`config.mk`:
```
export PLATFORM = sky130hd
export DESIGN_NAME = wcs_cell
export DESIGN_NICKNAME = d
export VERILOG_FILES = /design/src/rtl/wcs_pkg.sv /design/src/rtl/wcs_cell.sv
export SDC_FILE = /design/constraint.sdc
export NUM_CORES = 1
export LEC_CHECK = 0
export ABC_AREA = 1
export BUFFER_PORTS_ARGS = -buffer_cell sky130_fd_sc_hd__buf_2
export CORE_MARGIN = 2
export CORE_UTILIZATION = 55
export DETAILED_ROUTE_END_ITERATION = 12
export PLACE_DENSITY = 0.76
export SYNTH_ARGS = -nofsm -noshare
export SYNTH_HDL_FRONTEND = slang
export SYNTH_SLANG_ARGS = --single-unit
```
`constraint.sdc`:
```
create_clock -name clk -period 2.45 [get_ports clk]
set_clock_uncertainty 0.05 [all_clocks]
set_input_delay 0.245 -clock clk [delete_from_list [all_inputs] [get_ports clk]]
set_output_delay 0.245 -clock clk [all_outputs]
set_load 0.1 [all_outputs]
```
`src/rtl/wcs_pkg.sv`:
```
// Shared types and constants of the wavelength channel scheduler.
`default_nettype none

package wcs_pkg;

	// Default sizes, handed down as top-level parameter defaults
	localparam int PORTS_DEF     = 8;
	localparam int MAX_WL_DEF    = 16;
	localparam int TIME_BITS_DEF = 48;

	// Fixed widths of the beat fields
	localparam int FLD_TIME_W = 48;
	localparam int FLD_PORT_W = 3;
	localparam int FLD_LEN_W  = 24;
	localparam int FLD_WL_W   = 5;

	// Configuration port
	localparam int CFG_IDX_W  = 4;
	localparam int CFG_DATA_W = 16;
	localparam int GUARD_W    = 16;

	localparam logic [CFG_IDX_W-1:0] REG_WL_IN_USE = 4'd0;
	localparam logic [CFG_IDX_W-1:0] REG_GUARD     = 4'd1;

	localparam logic [FLD_WL_W-1:0] WL_IN_USE_RST = 5'd16;
	localparam logic [GUARD_W-1:0]  GUARD_RST     = 16'd0;

	// Search token control handed from cell to cell
	typedef struct packed {
		logic vld;
		logic found;
	} tok_ctl_t;

endpackage

`default_nettype wire

```
`src/rtl/wcs_cell.sv`:
```
// One wavelength cell: busy-until column for all ports plus one search step.
`default_nettype none

module wcs_cell import wcs_pkg::*; #(
	parameter int PORTS           = PORTS_DEF,
	parameter int MAX_WAVELENGTHS = MAX_WL_DEF,
	parameter int TIME_BITS       = TIME_BITS_DEF,
	parameter int IDX             = 0
) (
	input  wire                                    clk,
	input  wire                                    arst_n,
	// column read, one port per request
	input  wire                                    rd_en,
	input  wire [((PORTS > 1) ? $clog2(PORTS) : 1)-1:0] rd_port,
	// write-back of the chosen channel
	input  wire                                    wr_en,
	input  wire [((MAX_WAVELENGTHS > 1) ? $clog2(MAX_WAVELENGTHS) : 1)-1:0] wr_sel,
	input  wire [((PORTS > 1) ? $clog2(PORTS) : 1)-1:0] wr_port,
	input  wire [TIME_BITS-1:0]                    wr_data,
	// request context
	input  wire [((TIME_BITS > FLD_TIME_W) ? TIME_BITS : FLD_TIME_W)-1:0] now,
	input  wire [$clog2(MAX_WAVELENGTHS+1)-1:0]    cnt,
	// search token from the lower neighbor
	input  tok_ctl_t                               tok_in,
	input  wire [((MAX_WAVELENGTHS > 1) ? $clog2(MAX_WAVELENGTHS) : 1)-1:0] best_in,
	input  wire [TIME_BITS-1:0]                    bend_in,
	// search token to the upper neighbor
	output tok_ctl_t                               tok_out,
	output logic [((MAX_WAVELENGTHS > 1) ? $clog2(MAX_WAVELENGTHS) : 1)-1:0] best_out,
	output logic [TIME_BITS-1:0]                   bend_out
);

	localparam int WL_W   = (MAX_WAVELENGTHS > 1) ? $clog2(MAX_WAVELENGTHS) : 1;
	localparam int CNT_W  = $clog2(MAX_WAVELENGTHS+1);
	localparam int CW     = (TIME_BITS > FLD_TIME_W) ? TIME_BITS : FLD_TIME_W;

	logic [TIME_BITS-1:0] mem [PORTS];
	logic [PORTS-1:0]     vld_q;
	logic [TIME_BITS-1:0] rd_mem_q;
	logic                 rd_vld_q;
	logic [TIME_BITS-1:0] row;
	logic                 active;
	logic                 wr_hit;
	tok_ctl_t             tok_nxt;
	logic [WL_W-1:0]      best_nxt;
	logic [TIME_BITS-1:0] bend_nxt;
	tok_ctl_t             tok_q;
	logic [WL_W-1:0]      best_q;
	logic [TIME_BITS-1:0] bend_q;

	assign wr_hit = wr_en && (wr_sel == WL_W'(IDX));

	// Column storage, registered read
	always_ff @(posedge clk) begin
		if (wr_hit) begin
			mem[wr_port] <= wr_data;
		end
		if (rd_en) begin
			rd_mem_q <= mem[rd_port];
		end
	end

	// Written-since-reset flags; an unwritten entry reads as zero
	always_ff @(posedge clk or negedge arst_n) begin
		if (!arst_n) begin
			vld_q    <= '0;
			rd_vld_q <= 1'b0;
		end else begin
			if (wr_hit) begin
				vld_q[wr_port] <= 1'b1;
			end
			if (rd_en) begin
				rd_vld_q <= vld_q[rd_port];
			end
		end
	end

	assign row    = rd_vld_q ? rd_mem_q : '0;
	assign active = CNT_W'(IDX) < cnt;

	// Search step: first free wins, else earliest end, ties to lower index
	always_comb begin
		tok_nxt  = tok_in;
		best_nxt = best_in;
		bend_nxt = bend_in;
		if (tok_in.vld && active && !tok_in.found) begin
			if (CW'(row) <= now) begin
				tok_nxt.found = 1'b1;
				best_nxt      = WL_W'(IDX);
				bend_nxt      = row;
			end else if ((IDX == 0) || (row < bend_in)) begin
				best_nxt = WL_W'(IDX);
				bend_nxt = row;
			end
		end
	end

	// Token control register
	always_ff @(posedge clk or negedge arst_n) begin
		if (!arst_n) begin
			tok_q <= '0;
		end else begin
			tok_q <= tok_nxt;
		end
	end

	// Token payload
	always_ff @(posedge clk) begin
		best_q <= best_nxt;
		bend_q <= bend_nxt;
	end

	assign tok_out  = tok_q;
	assign best_out = best_q;
	assign bend_out = bend_q;

endmodule

`default_nettype wire

```
* Word-level counts from Yosys, hierarchy flattened *
Memories as Yosys holds them, arrays and structs flattened. A register that Yosys moved wholly into a read port is not among the register bits.
Cells that the tools add are included.

word-level totals
  bits in registers = 63
  latch bits = 0
  RAM bits = 384
  output and inout port bits = 54
  ROM bits = 0
  memories kept = 1

cells by class
  divide/modulo/power cells = 0
  $lt $le $gt $ge = 5
  reduce and logical (&&, ||, !) cells = 6
  bitwise logic cells = 1
  $add $sub $neg = 0
  multiplexer cells = 10
  equality and inequality tests = 0
  multiply operators = 0
  shifts and indexed selects = 0

memory list
  memory  words  width  rd ports  clocked after Yosys merged registers in  write ports  RTL line        RTL
  mem     8      48     1         1                                        1            wcs_cell.sv:37  logic [TIME_BITS-1:0] mem [PORTS];

operators by type and width
  kind                                                                          number
  48-bit 2-to-1 mux                                                             2
  48-bit less-or-equal comparator                                               1
  3-bit by 4-bit less-than comparator with 1-bit output, second input constant  2
  8-bit OR                                                                      1
  1-bit 2-to-1 mux                                                              6
  1-bit by 5-bit less-than comparator with 1-bit output, first input constant   1
  1-bit logical AND                                                             4
  4-bit logical NOT                                                             1
  1-bit binary-select mux with 3-bit select                                     1
  1-bit demux with 3-bit select                                                 1
  3-bit by 1-bit >= comparator with 1-bit output, second input constant         1
  1-bit logical NOT                                                             1

* Logic depth before layout (Yosys ltp) *
Gate-level depths: netlist of run 1.

  depth in word-level cells = 5
  gate-level depth with buffers = 18

* Worst setup path after synthesis of run 1 *
No wires, ideal clock.

  path type = input to register
  start = input wr_sel[3] (netlist bit)
  end = memory mem[7][0] (netlist bit) (enable)
  data required time = 1.945 ns
  buffers on the path = 0
  arrival = 2.775 ns
  stages on the path = 5
  path slack = -0.830 ns
  cell sequence = nor2_1 > nand2_1 > nor3_1 > nand2_1 > nor2_1

on the way
  word-level cells in the longest chain between the ends = 4

ends and longest elaborated chain
  what                                    RTL line        RTL
  start: declaration                      wcs_cell.sv:17  input wire [((MAX_WAVELENGTHS > 1) ? $clog2(MAX_WAVELENGTHS) : 1)-1:0] wr_sel,
  4-bit logical NOT                       wcs_cell.sv:51  assign wr_hit = wr_en && (wr_sel == WL_W'(IDX));
  1-bit logical AND                       wcs_cell.sv:51
  1-bit 2-to-1 mux                        wcs_cell.sv:55  if (wr_hit) begin
  1-bit 2-to-1 mux (implied by the code)  wcs_cell.sv:56  mem[wr_port] <= wr_data;
  end: declaration                        wcs_cell.sv:37

Every way passes these cells.

==> flow_summary.toml, run 1 <==
[finish]
multi_input_area_sq_um = 4773
fillers = 2408
regArea_sq_um = 14290
final_nets = 2217
drive_gt1_share_pct = 16.58
syn_to_final_growth_pct = 22.33
stdcell_count = 2501

[setup_path]
cp_max_fo = 18
crit_path_top_delay_cell = "dfrtp_1"
crit_family = "simple AND/OR/NAND/NOR gates"
crit_buf_inv = 2
crit_arrival_ns = 2.57
max_stage_delay_ns = 0.39
r2r_cells = 14
worstSetupStartpointType = "flop"
crit_required_ns = 2.84
path_class = "reg2reg"
crit_top_cell = "nand2_1"
end_kind = "flop"
cp.depth = 14
critical_path.cell_chain = "buf_4 > nand2_1 > inv_1 > ha_1 > nand2_1 > nor2_1 > and2_1 > nand3_1 > nor2_1 > nand2_1 > nand3_1 > nand2_1 > nand2_1 > nand2_1"

[global_routing]
antenna_found_initial = 1
grt_pass1_vias = 13590
grt_max_degree = 117
grt_usage_pct = 24.74
gr-total-overflow = 0
grt_pass1_wl_mm = 73.44

[sta]
period_needed_ns = 2.180
setup_viol = 0
rsz0062_at_grt = "false"
slew_viol_final = 0
worst_slack_ns = 0.2702
slew_headroom_pct = 58.31
min_period_over_period_pct = 88.97
hold_violations = 0
max_freq_mhz = 458.8
tns_ns = 0
hold_ws_ns = 0.06375
worst_pin_slew_ns = 0.6253

[pwr]
p_clk_share_pct = 39.0
switching_share_pct = 24.34
comb_power_share_pct = 10.9
vdd_drop_max_uv = 856.8
switching_power_w = 0.004563
power_frac_seq_pct = 50.1
totalPowerFinal_w = 0.01875
leakagePower_nw = 9.563
p_per_area_nw_per_um2 = 770.0
power.internal_w = 0.01419

[clocking]
path_clk_slew_ns = 0.06
cts_tree = "built"
cts_root_buffer = "clkbuf_16"
cts_setup_buffers = 0
cts_buffers = 48
cts_sinks = 495
insertion_delay_ns = 0.57
clk_path_buf_depth = 3
htree_levels = 2

[logic_synthesis]
synth.most_common_cell = "edfxtp_1"
yosys-top-cells-count = "432 x edfxtp_1, 367 x nor2_1, 189 x o21ai_0, 163 x nand2_1, 117 x inv_1"
synth_area_per_cell_sq_um = 11.86
ys_types = 29
yosys-top-cells-area = "edfxtp_1 65%, nor2_1 6.9%, dfxtp_1 5.2%"
ys.flop_type = "edfxtp_1"
async_reset_ff_share_pct = 2.222
synth_seq_area_share_pct = 71.78
netlist.area_leader.share_pct = 65.17
synth_area_sq_um = 19910
synth-seq-cells = 495
yosysWarnings = 0
synth_area_leader_cell = "edfxtp_1"
netlist_instances = 1678
synth_edf_count = 432
synth_fp_nets = 1895

[floorplan]
coreArea_sq_um = 35570
start_util_pct = 55.97
die_w_microns = 194.2
rows = 69
dieArea_sq_um = 37730
die_y_microns = 194.2
pin_count = 223

[flow_run]
cap_violations = 0

[placement]
dp_slack_ns = 0.3043
port_buffers = 222
gp_congestion = 0.8274
dp_hpwl_mm = 27.35
placed_cells = 2308

[min_path]
hold_class = "in2async"

[route]
antenna_left = 0
vias_per_cell = 5.517
initialDrtViolationCount = 1336
via_count = 13800
remaining_drc_errors = 0
drt_wl_total_mm = 47.18
first_pass_iters = 5
wl_per_cell_microns = 18.87

[run_status]
status = "complete, no violations"
==> metal layers <==
layer,track usage [%],up-vias,routed length [microns]
met1,34.52,6538,19650
met3,4.018,78,3913
met2,40.12,665,22530
li1,-,6516,-
met5,0,-,0
met4,7.997,0,1083
==> kinds of logic after synthesis <==
kind of cell	count (synthesis)	share of synthesized area (%)
buffers and inverters	212	4.607
adder cells (fa/ha/maj)	48	3.017
flip-flops	495	71.78
AO/OA/AOI/OAI	376	10.13
AND/OR/NAND/NOR	547	10.47
==> registers in the layout, indices dropped and copies added, names as in the netlist <==
register and count:
bend_out 48, best_out 4, mem 384, rd_mem_q 48, rd_vld_q 1, tok_out 2, vld_q 8
==> stage by stage <==
step | util, % | instance area [sq um]
after floorplan | - | 19940
after global placement | 61.19 | 21760
after detailed placement | 61.19 | 21760
after CTS | 68.46 | 24350
after global routing | 68.46 | 24350
final | 68.46 | 24350
==> layout make-up <==
class                   count  area share [%]
flip-flops and latches    495           58.68
clock inverters            27           1.105
multi-input cells         971           19.60
clock buffers              62           5.277
well taps                 461           2.369
inverters                 123           1.916
diodes                      1         0.01028
repair buffers            361           11.05
==> path summary, 6_finish.rpt <==
check	end	startpoint	slack (ns)
setup / recovery	tok_out[0]$_DFF_PN0_	rd_vld_q$_DFFE_PN0P_	0.27
max in group asynchronous	vld_q[4]$_DFFE_PN0P_	arst_n	2.01
hold / removal	vld_q[2]$_DFFE_PN0P_	arst_n	0.06
setup reg to reg	tok_out[0]$_DFF_PN0_	rd_vld_q$_DFFE_PN0P_	0.27
min in group clk	vld_q[3]$_DFFE_PN0P_	wr_port[1]	0.12
hold reg to reg	vld_q[4]$_DFFE_PN0P_	vld_q[4]$_DFFE_PN0P_	0.42
==> cell usage in the layout (no fill, tap or decap), types with 2 or more instances in the layout <==
cell type      count
or2_1              5
o22ai_1           48
nor3_1             2
buf_12            22
nand2_1          163
dfxtp_1           52
clkbuf_16         49
o21ai_0          189
o21a_1             2
nor2_1           359
inv_2              4
nand4_1            2
bufinv_16          5
clkinv_1          12
inv_1            117
dfrtp_1           11
dlygate4sd3_1    103
a21o_1             2
edfxtp_1         432
a31oi_1           48
inv_6              4
ha_1              48
a21oi_1           22
buf_2            221
nand3_1            6
o21ai_1           64
clkinv_2           4
clkinvlp_4         3
buf_4             15
nor2_4             8
clkbuf_1          12
==> what timing repair did <==
item	in CTS	in global routing
resized for setup	0	0
hold buffers	103	0
hold endpoints to repair	449	0
==> power groups by stage <==
| stage | Combinational, W | Sequential, W | Clock [W] |
|---|---|---|---|
| detailed placement | 0.00188 | 0.00958 | 0 |
| CTS | 0.00203 | 0.00940 | 0.00740 |
| finish | 0.00204 | 0.00940 | 0.00731 |
| global placement | 0.00183 | 0.00957 | 0 |
| floorplan | 0.000746 | 0.0101 | 0 |
| global route | 0.00220 | 0.00941 | 0.00773 |
(Power assumes the default switching activity.)
==> run 2, diff against run 1 <==
--- a/config.mk
+++ b/config.mk
@@ -6,11 +6,11 @@
 export NUM_CORES = 1
 export LEC_CHECK = 0
 export ABC_AREA = 1
-export BUFFER_PORTS_ARGS = -buffer_cell sky130_fd_sc_hd__buf_2
 export CORE_MARGIN = 2
 export CORE_UTILIZATION = 55
 export DETAILED_ROUTE_END_ITERATION = 12
-export PLACE_DENSITY = 0.76
+export DONT_BUFFER_PORTS = 1
+export PLACE_DENSITY = 0.7
 export SYNTH_ARGS = -nofsm -noshare
 export SYNTH_HDL_FRONTEND = slang
 export SYNTH_SLANG_ARGS = --single-unit
==> flow_summary.toml, run 2 (same netlist as run 1, synthesis figures left out) <==
[route]
wl_per_cell_microns = 19.94
antenna_left = 0
remaining_drc_errors = 0
vias_per_cell = 5.682
first_pass_iters = 5
initialDrtViolationCount = 1010
drt_wl_total_mm = 45.41
via_count = 12940

[sta]
slew_viol_final = 0
slew_headroom_pct = 35.95
worst_pin_slew_ns = 0.9595
min_period_over_period_pct = 85.56
tns_ns = 0
hold_violations = 0
setup_viol = 0
worst_slack_ns = 0.3538
period_needed_ns = 2.096
hold_ws_ns = 0.03605
max_freq_mhz = 477.0
rsz0062_at_grt = "false"

[global_routing]
grt_usage_pct = 23.88
grt_pass1_wl_mm = 69.72
grt_max_degree = 200
grt_pass1_vias = 12480
gr-total-overflow = 0
antenna_found_initial = 5

[min_path]
hold_class = "in2reg"

[clocking]
path_clk_slew_ns = 0.06
insertion_delay_ns = 0.57
cts_sinks = 495
cts_tree = "built"
htree_levels = 2
clk_path_buf_depth = 3
cts_buffers = 48
cts_root_buffer = "clkbuf_16"
cts_setup_buffers = 0

[pwr]
totalPowerFinal_w = 0.01810
leakagePower_nw = 8.615
vdd_drop_max_uv = 708.3
p_per_area_nw_per_um2 = 783.0

[floorplan]
die_y_microns = 194.2
die_w_microns = 194.2
pin_count = 223
dieArea_sq_um = 37730
coreArea_sq_um = 35570
rows = 69
start_util_pct = 55.97

[setup_path]
crit_buf_inv = 2
critical_path.cell_chain = "buf_12 > nand2_1 > inv_1 > ha_1 > nand2_1 > nor2_1 > and2_1 > nand3_1 > nor2_1 > nand2_1 > nand3_1 > nand2_1 > nand2_1 > nand2_1"
end_kind = "flop"
crit_arrival_ns = 2.50
crit_required_ns = 2.85
crit_top_cell = "nand2_1"
worstSetupStartpointType = "flop"
max_stage_delay_ns = 0.39
crit_path_top_delay_cell = "dfrtp_1"
path_class = "reg2reg"
crit_family = "simple AND/OR/NAND/NOR gates"
cp_max_fo = 49

[placement]
placed_cells = 2077
dp_hpwl_mm = 25.03
dp_slack_ns = 0.3425
port_buffers = 0
gp_congestion = 0.8618

[run_status]
status = "complete, no violations"

[finish]
largest_reg_flops = 384
layout_common_cells = "432 x edfxtp_1, 359 x nor2_1, 189 x o21ai_0, 163 x nand2_1, 117 x inv_1"
layout.cells.most_common = "edfxtp_1"
fillers = 2565
regMostFlops = "mem"
final_nets = 1992
stdcell_count = 2277
syn_to_final_growth_pct = 16.14
drive_gt1_share_pct = 5.905

[flow_run]
cap_violations = 0
==> run 2: layout make-up <==
type / instances / area [sq um] / share of cell area [%]
clock inverter: 24 / 163.9 / 0.7089
timing repair buffer: 136 / 1521 / 6.581
clock buffer: 63 / 1319 / 5.704
sequential: 495 / 14290 / 61.80
antenna: 4 / 10.01 / 0.04329
multi-input combinational: 971 / 4773 / 20.65
inverter: 123 / 466.7 / 2.019
tap: 461 / 576.8 / 2.495
==> run 2: worst paths after layout <==
path | start | to | slack, ns | cells after the start
worst max-delay path | rd_vld_q$_DFFE_PN0P_ | tok_out[0]$_DFF_PN0_ | 0.35 | 14
min in group asynchronous | arst_n | tok_out[0]$_DFF_PN0_ | 0.12 | 1
worst max register to register | rd_vld_q$_DFFE_PN0P_ | tok_out[0]$_DFF_PN0_ | 0.35 | 14
worst min register to register | vld_q[5]$_DFFE_PN0P_ | vld_q[5]$_DFFE_PN0P_ | 0.42 | 2
max in group asynchronous | arst_n | vld_q[6]$_DFFE_PN0P_ | 1.78 | 1
worst min-delay path | rd_en | rd_mem_q[11]$_DFFE_PP_ | 0.04 | 1
==> run 2: report_power, final <==
group	switching (W)	total (W)	internal [W]
Clock	0.00297	0.00695	0.00398
Sequential	0.000612	0.00996	0.00935
Combinational	0.000732	0.00119	0.000461
Total	0.00431	0.0181	0.0138
==> run 2: timing repair <==
action	4_1_cts	5_1_grt
endpoints found under the hold margin	527	0
hold buffers	109	0
resized for setup	0	0
==> run 2: per-layer routing <==
layer,part of all wire (%),wire length [microns],global-route usage (%)
met5,0.059,27,0
met1,43,19310,32.30
met3,7.3,3316,4.818
met4,2.4,1093,7.941
met2,48,21660,39.01
==> run 2: stage by stage <==
| stage | util (%) | instance area, sq um |
|---|---|---|
| after CTS | 64.97 | 23110 |
| after detailed placement | 57.66 | 20510 |
| final | 65.00 | 23120 |
| after global routing | 64.99 | 23110 |
| after global placement | 57.66 | 20510 |
| after floorplan | - | 19940 |
